$ cat config.mk
export PLATFORM = sky130hd
export DESIGN_NAME = backslash_escape_decoder_flat
export DESIGN_NICKNAME = d
export VERILOG_FILES = /design/src/hdl/bed_pkg.sv /design/src/hdl/bed_in_if.sv /design/src/hdl/bed_out_if.sv /design/src/hdl/bed_decode.sv /design/src/hdl/bed_out_fifo.sv /design/src/hdl/backslash_escape_decoder.sv /design/src/flat_wrapper.sv
export SDC_FILE = /design/constraint.sdc
export NUM_CORES = 1
export LEC_CHECK = 0
export BUFFER_PORTS_ARGS = -buffer_cell sky130_fd_sc_hd__buf_2
export CORE_MARGIN = 3
export CORE_UTILIZATION = 55
export CTS_CLUSTER_DIAMETER = 200
export DETAILED_ROUTE_END_ITERATION = 12
export PLACE_DENSITY = 0.88
export SLEW_MARGIN = 30
export SYNTH_ARGS = -nofsm -noshare
export SYNTH_HDL_FRONTEND = slang
export SYNTH_HIERARCHICAL = 1
export SYNTH_SLANG_ARGS = --single-unit
$ cat constraint.sdc
create_clock -name clk_i -period 2.8 [get_ports clk_i]
set_clock_uncertainty 0.05 [all_clocks]
set_input_delay 0.28 -clock clk_i [delete_from_list [all_inputs] [get_ports clk_i]]
set_output_delay 0.28 -clock clk_i [all_outputs]
set_load 0.01 [all_outputs]
$ cat src/hdl/bed_pkg.sv
`timescale 1ns / 1ps

package bed_pkg;

  // Characters with escape meaning
  localparam logic [7:0] ChBackslash = 8'h5C;
  localparam logic [7:0] ChA         = 8'h61;
  localparam logic [7:0] ChB         = 8'h62;
  localparam logic [7:0] ChC         = 8'h63;
  localparam logic [7:0] ChF         = 8'h66;
  localparam logic [7:0] ChN         = 8'h6E;
  localparam logic [7:0] ChR         = 8'h72;
  localparam logic [7:0] ChT         = 8'h74;
  localparam logic [7:0] ChV         = 8'h76;
  localparam logic [7:0] ChZero      = 8'h30;
  localparam logic [7:0] ChSeven     = 8'h37;

  // Decoded control characters
  localparam logic [7:0] CtlBel = 8'h07;
  localparam logic [7:0] CtlBs  = 8'h08;
  localparam logic [7:0] CtlFf  = 8'h0C;
  localparam logic [7:0] CtlLf  = 8'h0A;
  localparam logic [7:0] CtlCr  = 8'h0D;
  localparam logic [7:0] CtlHt  = 8'h09;
  localparam logic [7:0] CtlVt  = 8'h0B;
  localparam logic [7:0] CtlNul = 8'h00;

  // Result queue geometry
  localparam int unsigned FifoDepth = 4;
  localparam int unsigned FifoPtrW  = 2;
  localparam int unsigned FifoCntW  = 3;

  // Results of one input item: count (0..2) and up to two bytes, in order
  typedef struct packed {
    logic [1:0] cnt;
    logic [7:0] b0;
    logic [7:0] b1;
  } bed_res_t;

  // One queued result
  typedef struct packed {
    logic [7:0] out_byte;
    logic       run_last;
  } bed_item_t;

endpackage

$ cat src/hdl/bed_in_if.sv
`timescale 1ns / 1ps

interface bed_in_if;
  logic       valid;
  logic       ready;
  logic [7:0] in_byte;
  logic       arg_last;

  modport source (output valid, output in_byte, output arg_last, input ready);
  modport sink (input valid, input in_byte, input arg_last, output ready);
endinterface

$ cat src/hdl/bed_out_if.sv
`timescale 1ns / 1ps

interface bed_out_if;
  logic       valid;
  logic       ready;
  logic [7:0] out_byte;
  logic       run_last;

  modport source (output valid, output out_byte, output run_last, input ready);
  modport sink (input valid, input out_byte, input run_last, output ready);
endinterface

$ cat src/hdl/bed_decode.sv
`timescale 1ns / 1ps

module bed_decode #(
  parameter int unsigned MAX_OCTAL_DIGITS = 3
) (
  input  logic             clk_i,
  input  logic             rst_ni,
  input  logic             fire_i,
  input  logic             en_i,
  input  logic [7:0]       in_byte_i,
  input  logic             arg_last_i,
  output bed_pkg::bed_res_t res_o
);
  import bed_pkg::*;

  typedef enum logic [1:0] {
    ModeNormal,
    ModeEscape,
    ModeOctal,
    ModeDrop
  } mode_e;

  localparam logic [1:0] MaxDigits = 2'(MAX_OCTAL_DIGITS);

  mode_e      mode_q, mode_d;
  logic [7:0] oval_q, oval_d;
  logic [1:0] ocnt_q, ocnt_d;

  logic       is_digit;
  logic [7:0] oval_acc;
  logic [1:0] ocnt_inc;
  bed_res_t   res;

  assign is_digit = (in_byte_i inside {[ChZero:ChSeven]});
  // value * 8 + digit, modulo 256
  assign oval_acc = {oval_q[4:0], in_byte_i[2:0]};
  assign ocnt_inc = ocnt_q + 2'd1;

  // Next state and results for the item at the decode stage
  always_comb begin
    mode_d = mode_q;
    oval_d = oval_q;
    ocnt_d = ocnt_q;
    res    = '0;
    if (!en_i) begin
      res.cnt = 2'd1;
      res.b0  = in_byte_i;
      mode_d  = ModeNormal;
      oval_d  = '0;
      ocnt_d  = '0;
    end else begin
      case (mode_q)
        ModeNormal: begin
          if (in_byte_i == ChBackslash) begin
            mode_d = arg_last_i ? ModeNormal : ModeEscape;
          end else begin
            res.cnt = 2'd1;
            res.b0  = in_byte_i;
            mode_d  = ModeNormal;
          end
        end
        ModeEscape: begin
          mode_d  = ModeNormal;
          res.cnt = 2'd1;
          case (in_byte_i)
            ChBackslash: res.b0 = ChBackslash;
            ChA:         res.b0 = CtlBel;
            ChB:         res.b0 = CtlBs;
            ChF:         res.b0 = CtlFf;
            ChN:         res.b0 = CtlLf;
            ChR:         res.b0 = CtlCr;
            ChT:         res.b0 = CtlHt;
            ChV:         res.b0 = CtlVt;
            ChC: begin
              res.cnt = 2'd0;
              mode_d  = arg_last_i ? ModeNormal : ModeDrop;
            end
            ChZero: begin
              oval_d = '0;
              ocnt_d = '0;
              res.b0 = CtlNul;
              if (!arg_last_i) begin
                res.cnt = 2'd0;
                mode_d  = ModeOctal;
              end
            end
            default: begin
              // unknown escape: backslash, then the character
              res.cnt = 2'd2;
              res.b0  = ChBackslash;
              res.b1  = in_byte_i;
            end
          endcase
        end
        ModeOctal: begin
          if (is_digit && (ocnt_q < MaxDigits)) begin
            oval_d = oval_acc;
            ocnt_d = ocnt_inc;
            if ((ocnt_inc >= MaxDigits) || arg_last_i) begin
              res.cnt = 2'd1;
              res.b0  = oval_acc;
              oval_d  = '0;
              ocnt_d  = '0;
              mode_d  = ModeNormal;
            end
          end else begin
            // pending value first, then the byte as in normal mode
            oval_d = '0;
            ocnt_d = '0;
            res.b0 = oval_q;
            if (in_byte_i == ChBackslash) begin
              res.cnt = 2'd1;
              mode_d  = arg_last_i ? ModeNormal : ModeEscape;
            end else begin
              res.cnt = 2'd2;
              res.b1  = in_byte_i;
              mode_d  = ModeNormal;
            end
          end
        end
        ModeDrop: begin
          if (arg_last_i) begin
            mode_d = ModeNormal;
          end
        end
        default: begin
          mode_d = ModeNormal;
        end
      endcase
    end
  end

  assign res_o = res;

  // Parse state, updated on each item leaving the decode stage
  always_ff @(posedge clk_i or negedge rst_ni) begin
    if (!rst_ni) begin
      mode_q <= ModeNormal;
      oval_q <= '0;
      ocnt_q <= '0;
    end else if (fire_i) begin
      mode_q <= mode_d;
      oval_q <= oval_d;
      ocnt_q <= ocnt_d;
    end
  end

endmodule

$ cat src/hdl/bed_out_fifo.sv
`timescale 1ns / 1ps

module bed_out_fifo (
  input  logic              clk_i,
  input  logic              rst_ni,
  input  bed_pkg::bed_res_t push_i,
  output logic              room_o,
  output logic              out_valid_o,
  input  logic              out_ready_i,
  output logic [7:0]        out_byte_o,
  output logic              run_last_o
);
  import bed_pkg::*;

  localparam logic [FifoCntW-1:0] RoomLimit = FifoCntW'(FifoDepth - 2);

  bed_item_t             mem_q [FifoDepth];
  logic [FifoPtrW-1:0]   wr_q, wr_d, rd_q, rd_d;
  logic [FifoCntW-1:0]   cnt_q, cnt_d;
  logic [FifoPtrW-1:0]   wr_nxt;
  logic                  pop;
  bed_item_t             head;

  assign pop    = out_valid_o && out_ready_i;
  assign wr_nxt = wr_q + FifoPtrW'(1);
  assign wr_d   = wr_q + FifoPtrW'(push_i.cnt);
  assign rd_d   = rd_q + FifoPtrW'(pop);
  assign cnt_d  = cnt_q + FifoCntW'(push_i.cnt) - FifoCntW'(pop);

  // room for the largest burst one item can push
  assign room_o      = (cnt_q <= RoomLimit);
  assign out_valid_o = (cnt_q != '0);
  assign head        = mem_q[rd_q];
  assign out_byte_o  = head.out_byte;
  assign run_last_o  = head.run_last;

  // Entry storage; the last result of an item carries the mark
  always_ff @(posedge clk_i) begin
    if (push_i.cnt != 2'd0) begin
      mem_q[wr_q] <= '{out_byte: push_i.b0, run_last: (push_i.cnt == 2'd1)};
    end
    if (push_i.cnt == 2'd2) begin
      mem_q[wr_nxt] <= '{out_byte: push_i.b1, run_last: 1'b1};
    end
  end

  // Pointers and fill count
  always_ff @(posedge clk_i or negedge rst_ni) begin
    if (!rst_ni) begin
      wr_q  <= '0;
      rd_q  <= '0;
      cnt_q <= '0;
    end else begin
      wr_q  <= wr_d;
      rd_q  <= rd_d;
      cnt_q <= cnt_d;
    end
  end

endmodule

$ cat src/hdl/backslash_escape_decoder.sv
`timescale 1ns / 1ps
// An input transfer is registered in the input stage, decoded and written into the result queue.
// Throughput: one input per cycle while the result queue has room; the output port moves
// one result per cycle, so an item with two results leaves them one after the other (4-entry result queue).
// Reset (rst_ni, async, active low): escapes disabled, normal parse mode,
// octal value and count cleared, input stage and result queue empty.
module backslash_escape_decoder #(
  parameter int unsigned MAX_OCTAL_DIGITS = 3
) (
  input  logic       clk_i,
  input  logic       rst_ni,
  bed_in_if.sink     in_i,
  bed_out_if.source  out_o,
  input  logic       cfg_we_i,
  input  logic       cfg_wdata_i
);
  import bed_pkg::*;

  logic       esc_en_q;
  logic       in_vq;
  logic [7:0] in_byte_q;
  logic       arg_last_q;
  logic       room;
  logic       push;
  logic       in_ready;
  bed_res_t   res;
  bed_res_t   push_res;

  assign push     = in_vq && room;
  assign in_ready = !in_vq || push;
  assign in_i.ready = in_ready;

  // Escape enable register
  always_ff @(posedge clk_i or negedge rst_ni) begin
    if (!rst_ni) begin
      esc_en_q <= 1'b0;
    end else if (cfg_we_i) begin
      esc_en_q <= cfg_wdata_i;
    end
  end

  // Input stage
  always_ff @(posedge clk_i or negedge rst_ni) begin
    if (!rst_ni) begin
      in_vq <= 1'b0;
    end else if (in_ready) begin
      in_vq <= in_i.valid;
    end
  end

  always_ff @(posedge clk_i) begin
    if (in_ready && in_i.valid) begin
      in_byte_q  <= in_i.in_byte;
      arg_last_q <= in_i.arg_last;
    end
  end

  bed_decode #(
    .MAX_OCTAL_DIGITS (MAX_OCTAL_DIGITS)
  ) u_decode (
    .clk_i      (clk_i),
    .rst_ni     (rst_ni),
    .fire_i     (push),
    .en_i       (esc_en_q),
    .in_byte_i  (in_byte_q),
    .arg_last_i (arg_last_q),
    .res_o      (res)
  );

  // Only push results when the item actually moves into the queue
  always_comb begin
    push_res = res;
    if (!push) begin
      push_res.cnt = 2'd0;
    end
  end

  bed_out_fifo u_out_fifo (
    .clk_i       (clk_i),
    .rst_ni      (rst_ni),
    .push_i      (push_res),
    .room_o      (room),
    .out_valid_o (out_o.valid),
    .out_ready_i (out_o.ready),
    .out_byte_o  (out_o.out_byte),
    .run_last_o  (out_o.run_last)
  );

endmodule

$ cat src/flat_wrapper.sv
// flat-port wrapper written by rule: the top's interface ports become plain ports
module backslash_escape_decoder_flat import bed_pkg::*;
#(
  parameter int unsigned MAX_OCTAL_DIGITS = 3
)
  (clk_i, rst_ni, cfg_we_i, cfg_wdata_i, in_i_valid, in_i_in_byte, in_i_arg_last, in_i_ready, out_o_valid, out_o_out_byte, out_o_run_last, out_o_ready);
  bed_in_if in_i_i ();
  bed_out_if out_o_i ();
  input  logic clk_i;
  input  logic rst_ni;
  input  logic cfg_we_i;
  input  logic cfg_wdata_i;
  input wire logic [$bits(in_i_i.valid)-1:0] in_i_valid;
  input wire logic [$bits(in_i_i.in_byte)-1:0] in_i_in_byte;
  input wire logic [$bits(in_i_i.arg_last)-1:0] in_i_arg_last;
  output wire logic [$bits(in_i_i.ready)-1:0] in_i_ready;
  output wire logic [$bits(out_o_i.valid)-1:0] out_o_valid;
  output wire logic [$bits(out_o_i.out_byte)-1:0] out_o_out_byte;
  output wire logic [$bits(out_o_i.run_last)-1:0] out_o_run_last;
  input wire logic [$bits(out_o_i.ready)-1:0] out_o_ready;
  assign in_i_i.valid = in_i_valid;
  assign in_i_i.in_byte = in_i_in_byte;
  assign in_i_i.arg_last = in_i_arg_last;
  assign in_i_ready = in_i_i.ready;
  assign out_o_valid = out_o_i.valid;
  assign out_o_out_byte = out_o_i.out_byte;
  assign out_o_run_last = out_o_i.run_last;
  assign out_o_i.ready = out_o_ready;
  backslash_escape_decoder #(.MAX_OCTAL_DIGITS(MAX_OCTAL_DIGITS)) u_core (.clk_i(clk_i), .rst_ni(rst_ni), .in_i(in_i_i), .out_o(out_o_i), .cfg_we_i(cfg_we_i), .cfg_wdata_i(cfg_wdata_i));
endmodule
==> results.toml <==
[status]
status = "complete, but fails checks"
violations = "setup timing"

[place]
hpwl_um = 6860
pre_cts_slack_ns = -0.198
port_buffers = 25
place_area_mm2 = 0.00436
routabilityCongestion = 0.950
dp.cells = 523

[worst_setup_path]
crit_fanout = 5
crit_cells = 12
critPathTopFamily = "simple AND/OR/NAND/NOR gates"
cp_num_buf_inv = 3
critical_path_arrival_ns = 2.88
worstPathRequired_ns = 2.84
cpPeakStageDelay_ns = 0.49
r2r_slack_ns = -0.04
reg2reg_to = "u_core/u_out_fifo/mem_q[0][4]"
path_cells = "nand2b_1, buf_4, nor2_1, nand3_1, a22oi_1, a32oi_1, and3_4, buf_6, nor2_2, buf_4, nor2_2, a22o_1"
cp-end-kind = "flop"
cp_slowest_cell = "edfxtp_1"
setup.worst_path.start_class = "flop"
crit_type = "reg -> reg"
reg2reg_from = "u_core/in_byte_q[0]"
rr_worst_depth = 12

[synth]
ys_async_sr_fraction_pct = 31.8
yosys_register_bits = 66
ys_warn_count = 6
synth_flop_cell = "edfxtp_1"
synthDistinctLibCells = 62
synth_fp_nets = 408
netlist_instances = 382
synth.avg_cell_area_um2 = 10.2
ys_seq_area_share_pct = 47.3
synth_edf_count = 41
synthesis.area_mm2 = 0.00388

[finish]
layout_commonest_cell = "nand2_1"
drive_above_1_share_pct = 36.2
final_cell_mix = "nand2_1 (53), buf_4 (50), edfxtp_1 (41), nor2_1 (26), o21ai_1 (26)"
finalNetCount = 479
seqCellArea_mm2 = 0.00184
areaGrowthSynthToFinish_pct = 27.9
multi_input_area_mm2 = 0.00216
n_antenna_cell = 0
stdcell_count = 554
final_area_mm2 = 0.00497
fillers = 465

[timing]
setup_tns_ns = -0.140
finalWorstSetupSlack_ns = -0.0433
relSlewSlack_pct = 38.4
rsz0062_at_grt = "yes"
period_minus_slack_ns = 2.84
finalSetupViolCount = 11
hold_viol_final = 0
whs_ns = 0.0505
fmax_mhz = 352
finalCritPeriodShare_pct = 102
worst_pin_slew_ns = 0.924
finalMaxSlewViolations = 0

[floorplanning]
fp.dieArea_mm2 = 0.00811
start_util_pct = 56.9
core_area_mm2 = 0.00683
rows = 30
die_x_um = 90.0
die_y_um = 90.0
ios = 26

[hold_path]
hold_path_end = "u_core/in_byte_q[4]"
hold_start = "in_i_in_byte[4]"
hold_depth = 1
min_path_type = "in -> reg"

[clock_tree]
cts_buffers = 9
cts_root_buf = "clkbuf_8"
clkLatencyLatePin_ns = 0.35
tritoncts = "done"
clkTransAtPathRegs_ns = 0.07
numClockSinks = 66
clk_path_buf_depth = 2
ctsHtreeMaxLevel = 3

[global_routing]
antenna_found_initial = 0
grt_max_degree = 22
grt_usage_pct = 23.7
first_global_vias = 3202
grt-ovfl-total = 0
grt_first_pass_wirelength_um = 15400

[detailed_routing]
drcViolationCount = 0
detail_route.first_pass.iterations = 5
wire_per_inst_um = 18.4
vias_per_cell = 6.13
drt-total-wl_um = 10200
drt_iter0_markers = 249
ant_nets = 0
vias = 3398

[power_and_ir_drop]
powerDensity_mw_per_mm2 = 838
p_leak_nw = 1.85
vdd.ir_drop.worst_mv = 0.356

[job]
drv_cap = 0
## through the flow
stage / utilization (%) / total power, mW
floorplan: - / 2.54
global placement: 63.9 / 2.92
detailed placement: 63.9 / 2.99
CTS: 68.4 / 3.82
global route: 72.7 / 4.37
finish: 72.7 / 4.16
## how the worst max path moves through the flow
| stage | startpoint | to | slack (ns) |
|---|---|---|---|
| CTS | u_core/in_byte_q[1] | u_core/u_out_fifo/cnt_q[2] | 0.02 |
| detailed placement | u_core/u_decode/mode_q[1] | u_core/u_out_fifo/mem_q[1][1] | -0.20 |
| global route | u_core/in_byte_q[0] | u_core/u_out_fifo/mem_q[0][2] | -0.19 |
| global placement | u_core/in_byte_q[1] | u_core/u_out_fifo/cnt_q[2] | -0.01 |
| floorplan | u_core/in_byte_q[0] | u_core/u_out_fifo/cnt_q[2] | 0.003 |
| finish | u_core/in_byte_q[0] | u_core/u_out_fifo/mem_q[0][4] | -0.04 |
## synth_stat cells (all sizes together) (4+ instances only)
master,count,share of area (%)
clkbuf,5,0.48
o21ai,32,4.1
inv,11,1.1
nand2,57,5.6
buf,19,2.8
mux4,9,5.2
edfxtp,41,32
dfrtp,21,14
nor2,37,4.1
a32oi,10,2.3
dfxtp,4,2.1
nand2b,15,2.6
a21oi,11,1.4
a22o,9,2.0
ha,10,3.2
nand3,7,0.90
and2,10,1.7
xnor2,6,1.4
nor2b,8,1.3
o22ai,11,1.8
## layer usage
layer | track usage, % | up-vias | part of all wire [%]
met3 | 3.85 | 42 | 6.5
met2 | 42.8 | 192 | 52
met4 | 9.18 | 0 | 3.6
met1 | 28.3 | 1619 | 37
li1 | - | 1545 | -
met5 | 0 | - | 0
## state kept, by name, indices dropped and copies added (netlist names)
register	flops
u_core/u_out_fifo/cnt_q	3
u_core/u_out_fifo/rd_q	2
u_core/u_out_fifo/wr_q	2
u_core/u_decode/mode_q	2
u_core/in_vq	1
u_core/esc_en_q	1
u_core/in_byte_q	8
u_core/u_out_fifo/mem_q	36
u_core/arg_last_q	1
u_core/u_decode/oval_q	8
u_core/u_decode/ocnt_q	2
## worst reg2reg max path, stage by stage (launching register included)
cell	delay, ns
edfxtp_1	0.49
nand2b_1	0.24
buf_4	0.18
nor2_1	0.11
nand3_1	0.11
a22oi_1	0.19
a32oi_1	0.14
and3_4	0.20
buf_6	0.13
nor2_2	0.28
buf_4	0.18
nor2_2	0.05
a22o_1	0.23
## power by group
group          internal [mW]  total [mW]  switching, mW  leakage (nW)
sequential              1.30        1.55          0.254         0.686
clock                  0.418       0.792          0.374         0.102
combinational          0.840        1.82          0.979          1.07
## logic make-up (layout without fill, tap and decap cells)
family	Yosys count	after routing	synth area share, %
mux	10	10	5.51
buf+inv	35	111	4.35
compound gates	95	95	16.5
xor+xnor	7	7	1.58
fa+ha+maj	11	11	3.74
simple gates	158	158	21.0
flops	66	66	47.3
## layout make-up
| class | instances | area share (%) |
|---|---|---|
| Clock buffer | 13 | 3.60 |
| Clock inverter | 3 | 0.428 |
| Inverter | 11 | 0.881 |
| Multi-Input combinational cell | 281 | 43.5 |
| Sequential cell | 66 | 37.0 |
| Tap cell | 96 | 2.42 |
| Timing Repair Buffer | 84 | 12.3 |
## what timing repair did
| item | 4_1_cts | 5_1_grt |
|---|---|---|
| pin swaps | 6 | 22 |
| cloned | 0 | 0 |
| setup endpoints to repair | 43 | 59 |
| buffers inserted | 7 | 8 |
| endpoints found under the hold margin | 21 | 0 |
| gates resized for setup | 10 | 46 |
| hold buffers | 1 | 0 |
No activity file was read; power rests on OpenSTA's default activity.
